`src/rtl/pdq_pkg.sv`:
```
// Shared types, constants and helper functions for the priority deque block.
// Used by the controller, the datapath and the top level. No dependencies.
`timescale 1ns / 1ps
`default_nettype none

package pdq_pkg;

  // sizing of the queue set
  localparam int NUM_QUEUES  = 4;
  localparam int QUEUE_DEPTH = 16;

  // fixed field widths of the item ports
  localparam int MODE_W = 2;
  localparam int QSEL_W = 2;
  localparam int KEY_W  = 16;
  localparam int TIME_W = 32;
  localparam int STAT_W = 2;
  localparam int OCC_W  = 5;

  // derived widths
  localparam int QIDX_W = (NUM_QUEUES > 1) ? $clog2(NUM_QUEUES) : 1;
  localparam int PTR_W  = $clog2(QUEUE_DEPTH);
  localparam int CNT_W  = $clog2(QUEUE_DEPTH + 1);
  localparam int MEM_DEPTH = NUM_QUEUES * QUEUE_DEPTH;
  localparam int ADDR_W = $clog2(MEM_DEPTH);

  // operation codes
  localparam logic [MODE_W-1:0] MODE_TAIL = 2'd0;
  localparam logic [MODE_W-1:0] MODE_HEAD = 2'd1;
  localparam logic [MODE_W-1:0] MODE_POP  = 2'd2;

  // result status codes
  localparam logic [STAT_W-1:0] STATUS_DONE  = 2'd0;
  localparam logic [STAT_W-1:0] STATUS_FULL  = 2'd1;
  localparam logic [STAT_W-1:0] STATUS_EMPTY = 2'd2;

  typedef logic [QIDX_W-1:0] qidx_t;
  typedef logic [PTR_W-1:0]  ptr_t;
  typedef logic [CNT_W-1:0]  cnt_t;
  typedef logic [ADDR_W-1:0] addr_t;

  // one stored entry
  typedef struct packed {
    logic [KEY_W-1:0]  key;
    logic [TIME_W-1:0] stamp;
  } entry_t;

  localparam int ENTRY_W = $bits(entry_t);

  // controller to datapath commands
  typedef struct packed {
    logic load;   // capture the incoming item and read its head entry
    logic exec;   // update queue state and load the output register
  } ctl_cmd_t;

  // datapath to controller status
  typedef struct packed {
    logic out_valid;
  } dp_stat_t;

  // fold the select field onto the existing queues
  function automatic qidx_t q_map(input logic [QSEL_W-1:0] sel);
    logic [QSEL_W:0] v;
    v = {1'b0, sel};
    for (int i = 0; i < (1 << QSEL_W); i++) begin
      if (int'(v) >= NUM_QUEUES) v = v - (QSEL_W + 1)'(NUM_QUEUES);
    end
    return QIDX_W'(v);
  endfunction

  // ring pointer step forward
  function automatic ptr_t ring_next(input ptr_t p);
    return (p == PTR_W'(QUEUE_DEPTH - 1)) ? '0 : p + 1'b1;
  endfunction

  // ring pointer step backward
  function automatic ptr_t ring_prev(input ptr_t p);
    return (p == '0) ? PTR_W'(QUEUE_DEPTH - 1) : p - 1'b1;
  endfunction

  // flat entry address of a slot in a queue
  function automatic addr_t entry_addr(input qidx_t q, input ptr_t slot);
    return ADDR_W'(q) * ADDR_W'(QUEUE_DEPTH) + ADDR_W'(slot);
  endfunction

endpackage

`default_nettype wire

```
`src/rtl/pdq_ram.sv`:
```
// Generic single-port-write, single-port-read RAM with registered read data.
// No dependencies.
`timescale 1ns / 1ps
`default_nettype none

module pdq_ram #(
  parameter int WIDTH = 48,
  parameter int DEPTH = 64
) (
  input  wire logic                     clk,
  input  wire logic                     we,
  input  wire logic [$clog2(DEPTH)-1:0] waddr,
  input  wire logic [WIDTH-1:0]         wdata,
  input  wire logic                     re,
  input  wire logic [$clog2(DEPTH)-1:0] raddr,
  output logic      [WIDTH-1:0]         rdata
);

  logic [WIDTH-1:0] mem [DEPTH];

  // write port
  always_ff @(posedge clk) begin
    if (we) begin
      mem[waddr] <= wdata;
    end
  end

  // registered read port
  always_ff @(posedge clk) begin
    if (re) begin
      rdata <= mem[raddr];
    end
  end

endmodule

`default_nettype wire

```
`src/rtl/pdq_ctrl.sv`:
```
// Controller state machine for the priority deque block.
// Depends on pdq_pkg for the command and status structs.
`timescale 1ns / 1ps
`default_nettype none

module pdq_ctrl
  import pdq_pkg::*;
(
  input  wire logic     clk,
  input  wire logic     rst,
  input  wire logic     in_valid,
  output logic          in_ready,
  input  wire logic     out_ready,
  input  wire dp_stat_t stat,
  output ctl_cmd_t      cmd
);

  localparam logic ST_IDLE = 1'b0;
  localparam logic ST_EXEC = 1'b1;

  logic state;
  logic state_next;

  // take an item only when no item is in progress
  assign in_ready = (state == ST_IDLE);

  // next state and commands
  always_comb begin
    state_next = state;
    cmd        = '0;
    unique case (state)
      ST_IDLE: begin
        if (in_valid) begin
          cmd.load   = 1'b1;
          state_next = ST_EXEC;
        end
      end
      ST_EXEC: begin
        // output register must be free or emptying this cycle
        if (!stat.out_valid || out_ready) begin
          cmd.exec   = 1'b1;
          state_next = ST_IDLE;
        end
      end
      default: state_next = ST_IDLE;
    endcase
  end

  // state register
  always_ff @(posedge clk) begin
    if (rst) begin
      state <= ST_IDLE;
    end else begin
      state <= state_next;
    end
  end

endmodule

`default_nettype wire

```
`src/rtl/pdq_dp.sv`:
```
// Datapath for the priority deque block: per-queue pointers, counts and
// longest waits, the entry memory and the output register.
// Depends on pdq_pkg and pdq_ram.
`timescale 1ns / 1ps
`default_nettype none

module pdq_dp
  import pdq_pkg::*;
(
  input  wire logic              clk,
  input  wire logic              rst,
  input  wire ctl_cmd_t          cmd,
  output dp_stat_t               stat,
  input  wire logic [MODE_W-1:0] mode,
  input  wire logic [QSEL_W-1:0] queue_select,
  input  wire logic [KEY_W-1:0]  user_key,
  input  wire logic [TIME_W-1:0] current_time,
  input  wire logic              out_ready,
  output logic                   out_valid,
  output logic [STAT_W-1:0]      status,
  output logic [KEY_W-1:0]       removed_key,
  output logic [TIME_W-1:0]      removed_wait,
  output logic [TIME_W-1:0]      max_wait,
  output logic [OCC_W-1:0]       occupancy
);

  // per-queue control state
  ptr_t              head [NUM_QUEUES];
  ptr_t              tail [NUM_QUEUES];
  cnt_t              count [NUM_QUEUES];
  logic [TIME_W-1:0] longest [NUM_QUEUES];

  // captured item
  logic [MODE_W-1:0] req_mode;
  qidx_t             req_q;
  logic [KEY_W-1:0]  req_key;
  logic [TIME_W-1:0] req_time;

  // memory interface
  qidx_t  in_q;
  addr_t  rd_addr;
  entry_t rd_entry;
  logic   wr_en;
  addr_t  wr_addr;
  entry_t wr_entry;

  // next values for the selected queue
  ptr_t              head_next;
  ptr_t              tail_next;
  cnt_t              count_next;
  logic [TIME_W-1:0] longest_next;
  ptr_t              slot;
  logic [TIME_W-1:0] wait_val;
  logic [STAT_W-1:0] res_status;
  logic [KEY_W-1:0]  res_key;
  logic [TIME_W-1:0] res_wait;

  // head entry address of the incoming item
  assign in_q    = q_map(queue_select);
  assign rd_addr = entry_addr(in_q, head[in_q]);

  // item capture
  always_ff @(posedge clk) begin
    if (cmd.load) begin
      req_mode <= mode;
      req_q    <= in_q;
      req_key  <= user_key;
      req_time <= current_time;
    end
  end

  // entry memory
  pdq_ram #(
    .WIDTH (ENTRY_W),
    .DEPTH (MEM_DEPTH)
  ) u_ram (
    .clk   (clk),
    .we    (wr_en),
    .waddr (wr_addr),
    .wdata (wr_entry),
    .re    (cmd.load),
    .raddr (rd_addr),
    .rdata (rd_entry)
  );

  // operation on the selected queue
  assign wait_val = req_time - rd_entry.stamp;

  always_comb begin
    head_next    = head[req_q];
    tail_next    = tail[req_q];
    count_next   = count[req_q];
    longest_next = longest[req_q];
    slot         = tail[req_q];
    wr_en        = 1'b0;
    res_status   = STATUS_DONE;
    res_key      = '0;
    res_wait     = '0;
    priority if (req_mode == MODE_TAIL || req_mode == MODE_HEAD) begin
      if (int'(count[req_q]) >= QUEUE_DEPTH) begin
        res_status = STATUS_FULL;
      end else begin
        if (req_mode == MODE_TAIL) begin
          slot      = tail[req_q];
          tail_next = ring_next(tail[req_q]);
        end else begin
          slot      = ring_prev(head[req_q]);
          head_next = slot;
        end
        wr_en      = cmd.exec;
        count_next = count[req_q] + 1'b1;
      end
    end else if (req_mode == MODE_POP) begin
      if (count[req_q] == '0) begin
        res_status = STATUS_EMPTY;
      end else begin
        res_key    = rd_entry.key;
        res_wait   = wait_val;
        if (wait_val > longest[req_q]) longest_next = wait_val;
        head_next  = ring_next(head[req_q]);
        count_next = count[req_q] - 1'b1;
      end
    end else begin
      // unused mode code leaves the queue alone
      res_status = STATUS_DONE;
    end
  end

  assign wr_addr        = entry_addr(req_q, slot);
  assign wr_entry.key   = req_key;
  assign wr_entry.stamp = req_time;

  // queue state update
  always_ff @(posedge clk) begin
    if (rst) begin
      for (int i = 0; i < NUM_QUEUES; i++) begin
        head[i]    <= '0;
        tail[i]    <= '0;
        count[i]   <= '0;
        longest[i] <= '0;
      end
    end else if (cmd.exec) begin
      head[req_q]    <= head_next;
      tail[req_q]    <= tail_next;
      count[req_q]   <= count_next;
      longest[req_q] <= longest_next;
    end
  end

  // output register valid
  always_ff @(posedge clk) begin
    if (rst) begin
      out_valid <= 1'b0;
    end else if (cmd.exec) begin
      out_valid <= 1'b1;
    end else if (out_ready) begin
      out_valid <= 1'b0;
    end
  end

  // output register payload
  always_ff @(posedge clk) begin
    if (cmd.exec) begin
      status       <= res_status;
      removed_key  <= res_key;
      removed_wait <= res_wait;
      max_wait     <= longest_next;
      occupancy    <= OCC_W'(count_next);
    end
  end

  assign stat.out_valid = out_valid;

endmodule

`default_nettype wire

```
`src/rtl/priority_deque_with_wait_tracking.sv`:
```
// Top level of the priority deque with wait tracking.
// Depends on pdq_pkg, pdq_ctrl, pdq_dp and pdq_ram.
`timescale 1ns / 1ps
`default_nettype none

// A set of independent ring-buffer deques of key and time-stamp entries.
// Mode 0 appends at the tail, mode 1 pushes in front of the head, mode 2
// pops the head and reports its wait (current time minus stamp, wrapping),
// updating the queue's longest wait. Each item yields one result. One item
// is handled at a time: it is accepted, the head entry is read from the
// entry memory (registered read), and once the output register is free or
// being drained the queue state is updated and the result loaded into the
// output register; only then does the block take a new item. A held result
// stalls the next update, not acceptance.
// The entry memory needs no clearing; the block is ready right after reset.
module priority_deque_with_wait_tracking
  import pdq_pkg::*;
(
  input  wire logic              clk,
  input  wire logic              rst,
  input  wire logic              in_valid,
  output logic                   in_ready,
  input  wire logic [MODE_W-1:0] mode,
  input  wire logic [QSEL_W-1:0] queue_select,
  input  wire logic [KEY_W-1:0]  user_key,
  input  wire logic [TIME_W-1:0] current_time,
  output logic                   out_valid,
  input  wire logic              out_ready,
  output logic [STAT_W-1:0]      status,
  output logic [KEY_W-1:0]       removed_key,
  output logic [TIME_W-1:0]      removed_wait,
  output logic [TIME_W-1:0]      max_wait,
  output logic [OCC_W-1:0]       occupancy
);

  ctl_cmd_t cmd;
  dp_stat_t stat;

  // controller
  pdq_ctrl u_ctrl (
    .clk       (clk),
    .rst       (rst),
    .in_valid  (in_valid),
    .in_ready  (in_ready),
    .out_ready (out_ready),
    .stat      (stat),
    .cmd       (cmd)
  );

  // datapath
  pdq_dp u_dp (
    .clk          (clk),
    .rst          (rst),
    .cmd          (cmd),
    .stat         (stat),
    .mode         (mode),
    .queue_select (queue_select),
    .user_key     (user_key),
    .current_time (current_time),
    .out_ready    (out_ready),
    .out_valid    (out_valid),
    .status       (status),
    .removed_key  (removed_key),
    .removed_wait (removed_wait),
    .max_wait     (max_wait),
    .occupancy    (occupancy)
  );

endmodule

`default_nettype wire

```
`config.mk`:
```
export PLATFORM = sky130hd
export DESIGN_NAME = priority_deque_with_wait_tracking
export DESIGN_NICKNAME = d
export VERILOG_FILES = /design/src/rtl/pdq_pkg.sv /design/src/rtl/pdq_ram.sv /design/src/rtl/pdq_ctrl.sv /design/src/rtl/pdq_dp.sv /design/src/rtl/priority_deque_with_wait_tracking.sv
export SDC_FILE = /design/constraint.sdc
export NUM_CORES = 2
export LEC_CHECK = 0
export ABC_AREA = 1
export BUFFER_PORTS_ARGS = -buffer_cell sky130_fd_sc_hd__buf_2
export CORE_UTILIZATION = 40
export CTS_CLUSTER_SIZE = 25
export DETAILED_ROUTE_END_ITERATION = 8
export SLEW_MARGIN = 25
export SYNTH_ARGS = -nofsm -noshare
export SYNTH_HDL_FRONTEND = slang
export SYNTH_HIERARCHICAL = 1
export SYNTH_SLANG_ARGS = --single-unit
```
`constraint.sdc`:
```
create_clock -name clk -period 14.79 [get_ports clk]
set_input_delay 2.958 -clock clk [delete_from_list [all_inputs] [get_ports clk]]
set_output_delay 2.958 -clock clk [all_outputs]
set_load 0.005 [all_outputs]
```
[Word-level counts from Yosys, hierarchy flattened]
Memories as Yosys holds them, arrays and structs flattened. A register that Yosys moved wholly into a read port is not among the register bits.
Index checks and enable logic that the tools add are counted.
Storage, ports and cells
  bits of input ports: 56
  memories kept: 5
  output and inout port bits: 89
  register bits after elaboration: 141
  RAM bits: 3252
Memory list
  u_dp.u_ram.mem: depth 64, bits a word 48, rd ports 1, clocked after Yosys merged registers in 1, write ports 1, line pdq_ram.sv:19  | logic [WIDTH-1:0] mem [DEPTH];
  u_dp.longest: depth 4, bits a word 32, rd ports 1, clocked after Yosys merged registers in 1, write ports 4, line pdq_dp.sv:31  | logic [TIME_W-1:0] longest [NUM_QUEUES];
  u_dp.count: depth 4, bits a word 5, rd ports 1, clocked after Yosys merged registers in 1, write ports 4, line pdq_dp.sv:30  | cnt_t count [NUM_QUEUES];
  u_dp.head: depth 4, bits a word 4, rd ports 2, clocked after Yosys merged registers in 1, write ports 4, line pdq_dp.sv:28  | ptr_t head [NUM_QUEUES];
  u_dp.tail: depth 4, bits a word 4, rd ports 1, clocked after Yosys merged registers in 1, write ports 4, line pdq_dp.sv:29  | ptr_t tail [NUM_QUEUES];
Operators by class
  mux-type cells: 59
  equal/unequal tests: 4
  $lt $le $gt $ge: 2
  reductions and logical operators: 12
  $add $sub $neg: 8
  bitwise operators: 2
Operators by type and width (number)
  two-way mux 32 bit: 5
  two-way mux 4 bit: 16
  greater-than comparator 32 bit: 1
  OR reduction 32 bit: 1
  subtractor 32 bit: 1
  two-way mux 5 bit: 5
  two-way mux 2 bit: 11
  two-way mux 1 bit: 21
  adder 6 x 4 -> 6 bit: 2
  adder 4 x 1 -> 4 bit (second input constant): 2
  == test 4 bit (second input constant): 2
  OR reduction 4 bit: 2
  adder 5 x 1 -> 5 bit (second input constant): 1
  >= comparator 5 bit (second input constant): 1
  zero test 5 bit: 1
  OR reduction 5 bit: 1
  subtractor 5 x 1 -> 5 bit (second input constant): 1
  zero test 4 bit: 1
  subtractor 4 x 1 -> 4 bit (second input constant): 1
  OR reduction 3 bit: 1
  == test 2 x 1 -> 1 bit (second input constant): 1
  == test 2 bit (second input constant): 1
  zero test 2 bit: 1
  logical OR 1 bit: 2
  4 further kinds: 5

[Logic depth before layout (Yosys ltp)]
  depth in word-level cells: 9
  gate-level depth with buffers: 28
  mapped depth without buffers: 27

[Cells and area by module]
The synthesis kept the hierarchy.
Modules (own cells, without submodules)
  pdq_ram: area an instance 124811.0 µm², cells each 10108, times used 1
  pdq_dp: area an instance 17471.8 µm², cells each 1908, times used 1
  pdq_ctrl: area an instance 55.1 µm², cells each 8, times used 1

[Least setup slack after synthesis]
Ideal clock, no wire load.
  path kind: input to register
  start point: in out_ready
  end point: mem u_dp.u_ram.mem[48][0] (enable)
  buffers on the path: 1
  setup time: 0.574 ns
  data arrival time: 11.162 ns
  stages on the path: 7
  setup slack: 3.054 ns
  path through: inv_1 > a21oi_2 > inv_1 > nor2_1 > clkbuf_1 > nand4_1 > nor4_1
RTL lines
  start: declaration: line priority_deque_with_wait_tracking.sv:28  | input wire logic out_ready,
  end: declaration: line pdq_ram.sv:19

[Final worst setup path]
  start point: in queue_select[0]
  end point: reg u_dp.u_ram.rdata[2], read port of u_dp.u_ram.mem (data pin)
On the way
  cells in the longest elaborated chain, start to end: 2
Ends and longest elaborated chain
  start: declaration: line priority_deque_with_wait_tracking.sv:24  | input wire logic [QSEL_W-1:0] queue_select,
  memory (4 x 4 bit)
  adder 6 x 4 -> 6 bit: line pdq_pkg.sv:83  | return ADDR_W'(q) * ADDR_W'(QUEUE_DEPTH) + ADDR_W'(slot);
  named net u_dp.rd_addr[0]: line pdq_dp.sv:41  | addr_t rd_addr;
  end: declaration: line pdq_ram.sv:16  | output logic [WIDTH-1:0] rdata
The timed path passes the listed nets, and every way through them passes these cells.
A chain may end at the register's enable or synchronous reset.

==> run_results.csv <==
group,metric,value,unit
global_routing,antenna_found_initial,11,
timing,report.final.setup_viol,0,
clocking,cts_tree,"done",
synthesis,synth.avg_cell_area,11.8,um^2
synthesis,ys_async_sr_fraction,0,%
pwr,leakage,57.0,nW
timing,period_share,56.7,%
worst_setup_path,path_max_fanout,193,
timing,rsz0062_at_grt,"no",
synthesis,ys_warn_count,6,
floorplanning,die-area,0.358,mm^2
worst_setup_path,worstPathArrival,9.17,ns
job,maxCapViolCount,0,
final_layout,nets,12200,
worst_setup_path,worst_r2r_path_depth,13,
routing,viasPerCell,5.62,
pwr,p_switching,5.65,mW
floorplanning,core,0.353,mm^2
clocking,post_cts_resized,0,
timing,drv_slew,0,
timing,slew_headroom,24.0,%
synthesis,netlist_area,0.142,mm^2
timing,tightest_slew,1.14,ns
synthesis,ys_types,48,
clocking,hold_buffers,0,
worst_hold_path,hp-class,"flop to flop",
pwr,clkPwrFrac,39.5,%
floorplanning,die_y,599,um
pwr,swShare,25.6,%
synthesis,synth_flop_cell,"edfxtp_1",
global_routing,grt_pass1_vias,89300,
global_routing,grt_max_degree,194,
routing,drt_iter0_drc,12200,
clocking,post_cts_buffers,0,
placement,dp.final_hpwl,227000,um
routing,vias,95800,
global_routing,grt.total_usage,24.3,%
global_routing,grt_pass1_wl,636000,um
routing,drc,0,
placement,placed_cell_area,0.148,mm^2
worst_setup_path,worst_setup_path_end_kind,"flop",
clocking,cts_buffers,362,
final_layout,areaGrowthSynthToFinish,11.7,%
synthesis,synth.area.top_cells,"edfxtp_1 73%, nand3_1 10%, nand2_1 10%",
floorplanning,core.rowCount,218,
clocking,h-tree-depth,5,
clocking,cts_buffer_depth,4,
worst_hold_path,whs_path_depth,2,
timing,fin_crit,8.38,ns
synthesis,yosys-top-cells-count,"3800 x nand2_1, 3439 x edfxtp_1, 2934 x nand3_1",
clocking,clkSinkCount,3443,
floorplanning,ios,145,
placement,place_congestion,0.876,
placement,pre_cts_slack,5.79,ns
pwr,p_int,16.4,mW
synthesis,yosysTopAreaCell,"edfxtp_1",
synthesis,yosysMostFrequentCell,"nand2_1",
routing,ant_nets,0,
routing,wl,444000,um
placement,io_buffer_count,144,
pwr,vdd_drop_max,0.000104,V
floorplanning,start_util,40.3,%
timing,fin_ws,6.41,ns
clocking,clock-root-buffer,"clkbuf_16",
timing,hold_violations,0,
timing,fmax,0.119,GHz
clocking,clk_pin_slew,0.06,ns
pwr,seqPwrFrac,49.5,%
routing,wl_per_cell,26.0,um
routing,dr.pass1.iters,6,
final_layout,drive_gt1_share,8.78,%
final_layout,stdcell_area,0.159,mm^2
floorplanning,die_w,599,um
worst_setup_path,critPathLaunchType,"input port",
synthesis,yosysSeqAreaShare,72.6,%
worst_setup_path,crit_required,15.58,ns
pwr,power_density,139,mW/mm^2
worst_setup_path,critical_path_class,"input port to flop",
synthesis,synth.top_cell.area_share,72.6,%
synthesis,ys_ff_latch,3443,
timing,finalClockSkew,0.110,ns
timing,setup_tns,0,ns
outcome,status,"finished, final reports clean",
synthesis,synth_edf_count,3439,
pwr,power_frac_comb,11.0,%
clocking,clkLatencyLatePin,0.98,ns
synthesis,synth.net_count,12200,
global_routing,grt_overflow,0,
synthesis,synthCells,12000,
## state kept, by name, indices dropped and copies added, names as in the netlist, named ones only
register / cells
u_dp/max_wait: 32
u_dp/req_time: 32
u_dp/occupancy: 5
u_dp/req_key: 16
u_dp/head: 16
u_dp/u_ram/mem: 3072
u_dp/req_q: 2
u_dp/removed_key: 16
u_dp/tail: 16
u_dp/count: 20
u_dp/status: 2
u_dp/longest: 128
u_dp/req_mode: 2
u_dp/u_ram/rdata: 48
u_dp/removed_wait: 32
u_dp/out_valid: 1
u_ctrl/state: 1
## layout make-up
type,count,area [um^2]
Antenna cell,6,15.0
Clock buffer,448,9510
Clock inverter,197,1660
Fill cell,31700,194000
Inverter,329,1290
Multi-Input combinational cell,7519,34200
Sequential cell,3443,103000
Tap cell,4730,5920
Timing Repair Buffer,395,3000
## power groups by stage
stage          logic, mW  clock network [mW]  registers (mW)
2_1_floorplan       1.56                   0            11.2
3_3_place_gp        2.39                   0            11.1
3_5_place_dp        2.40                   0            11.1
4_1_cts             2.41                8.82            10.9
5_1_grt             2.66                9.18            10.9
6_report            2.44                8.72            10.9
## cell families (layout without fill, tap and decap cells)
family	Yosys count	in the layout	synth area share, %
adders and majority gates	70	70	0.621
other	0	6	0
buffers and inverters	1062	1369	3.77
AOI/OAI and AO/OA	172	172	0.706
and+or+nand+nor	7257	7257	22.2
xor gates and xnor gates	20	20	0.123
DFF	3443	3443	72.6
## worst max-delay path, stage by stage
cell and delay [ns]:
clkbuf_8 0.54, buf_4 0.71, inv_1 0.29, o21ai_0 0.36, o21ai_4 0.11, buf_12 0.23, inv_16 0.67, buf_4 0.78
buf_4 0.80, nand2_1 0.10, nand3_1 0.10, nand3_1 0.11, nand3_1 0.12, nand3_1 0.08, nand2_1 0.19, nand2_1 0.23
nand2_1 0.17
## metal layers
layer,GRT usage (%),share of wire [%],vias up
met5,0.307,0.036,-
met4,9.63,4.4,2
met3,3.60,9.6,917
met2,39.2,47,5112
met1,32.9,39,47500
li1,-,-,42300
## placed cells by master (no fill, tap or decap), types with 8 or more instances in the layout
master     netlist  routed
a21oi_1         53      52
a32o_1          12      12
buf_12           3      19
buf_2          383     142
buf_4           62     222
bufinv_16        0      21
clkbuf_1       145      78
clkbuf_16        0     366
clkinv_1         2      88
clkinv_2         0      61
clkinv_8         0       8
edfxtp_1      3439    3439
ha_1            69      69
inv_1          318     315
nand2_1       3800    3795
nand2_2         33      37
nand2_4         36      37
nand3_1       2934    2933
nand4_1         28      28
nor2_1         354     297
nor2_2          36      36
nor2_4           0      57
nor3_1           9       9
nor4_2           0       8
o21ai_0         65      64
o22ai_1         23      20
xor2_1          13      12
## metrics by stage
step / power (mW) / hold WS, ns / utilization [%] / std cells
floorplan: 12.7 / 0.473 / - / 12000
global placement: 13.5 / 0.534 / 41.8 / 16400
detailed placement: 13.5 / 0.537 / 41.8 / 16400
CTS: 22.1 / 0.542 / 45.0 / 17100
global route: 22.8 / 0.574 / 45.0 / 17100
finish: 22.1 / 0.536 / 45.0 / 17100
## worst paths after layout
| kind | slack, ns | start | to |
|---|---|---|---|
| setup / recovery | 6.41 | queue_select[0] | u_dp/u_ram/rdata[2]$_DFFE_PP_ |
| hold / removal | 0.54 | u_dp/out_valid$_SDFFE_PP0P_ | u_dp/out_valid$_SDFFE_PP0P_ |
| setup reg to reg | 8.23 | flop | u_dp/u_ram/mem[30][5]$_DFFE_PP_ |
| hold reg to reg | 0.54 | u_dp/out_valid$_SDFFE_PP0P_ | u_dp/out_valid$_SDFFE_PP0P_ |
No activity file was read; power rests on OpenSTA's default activity.
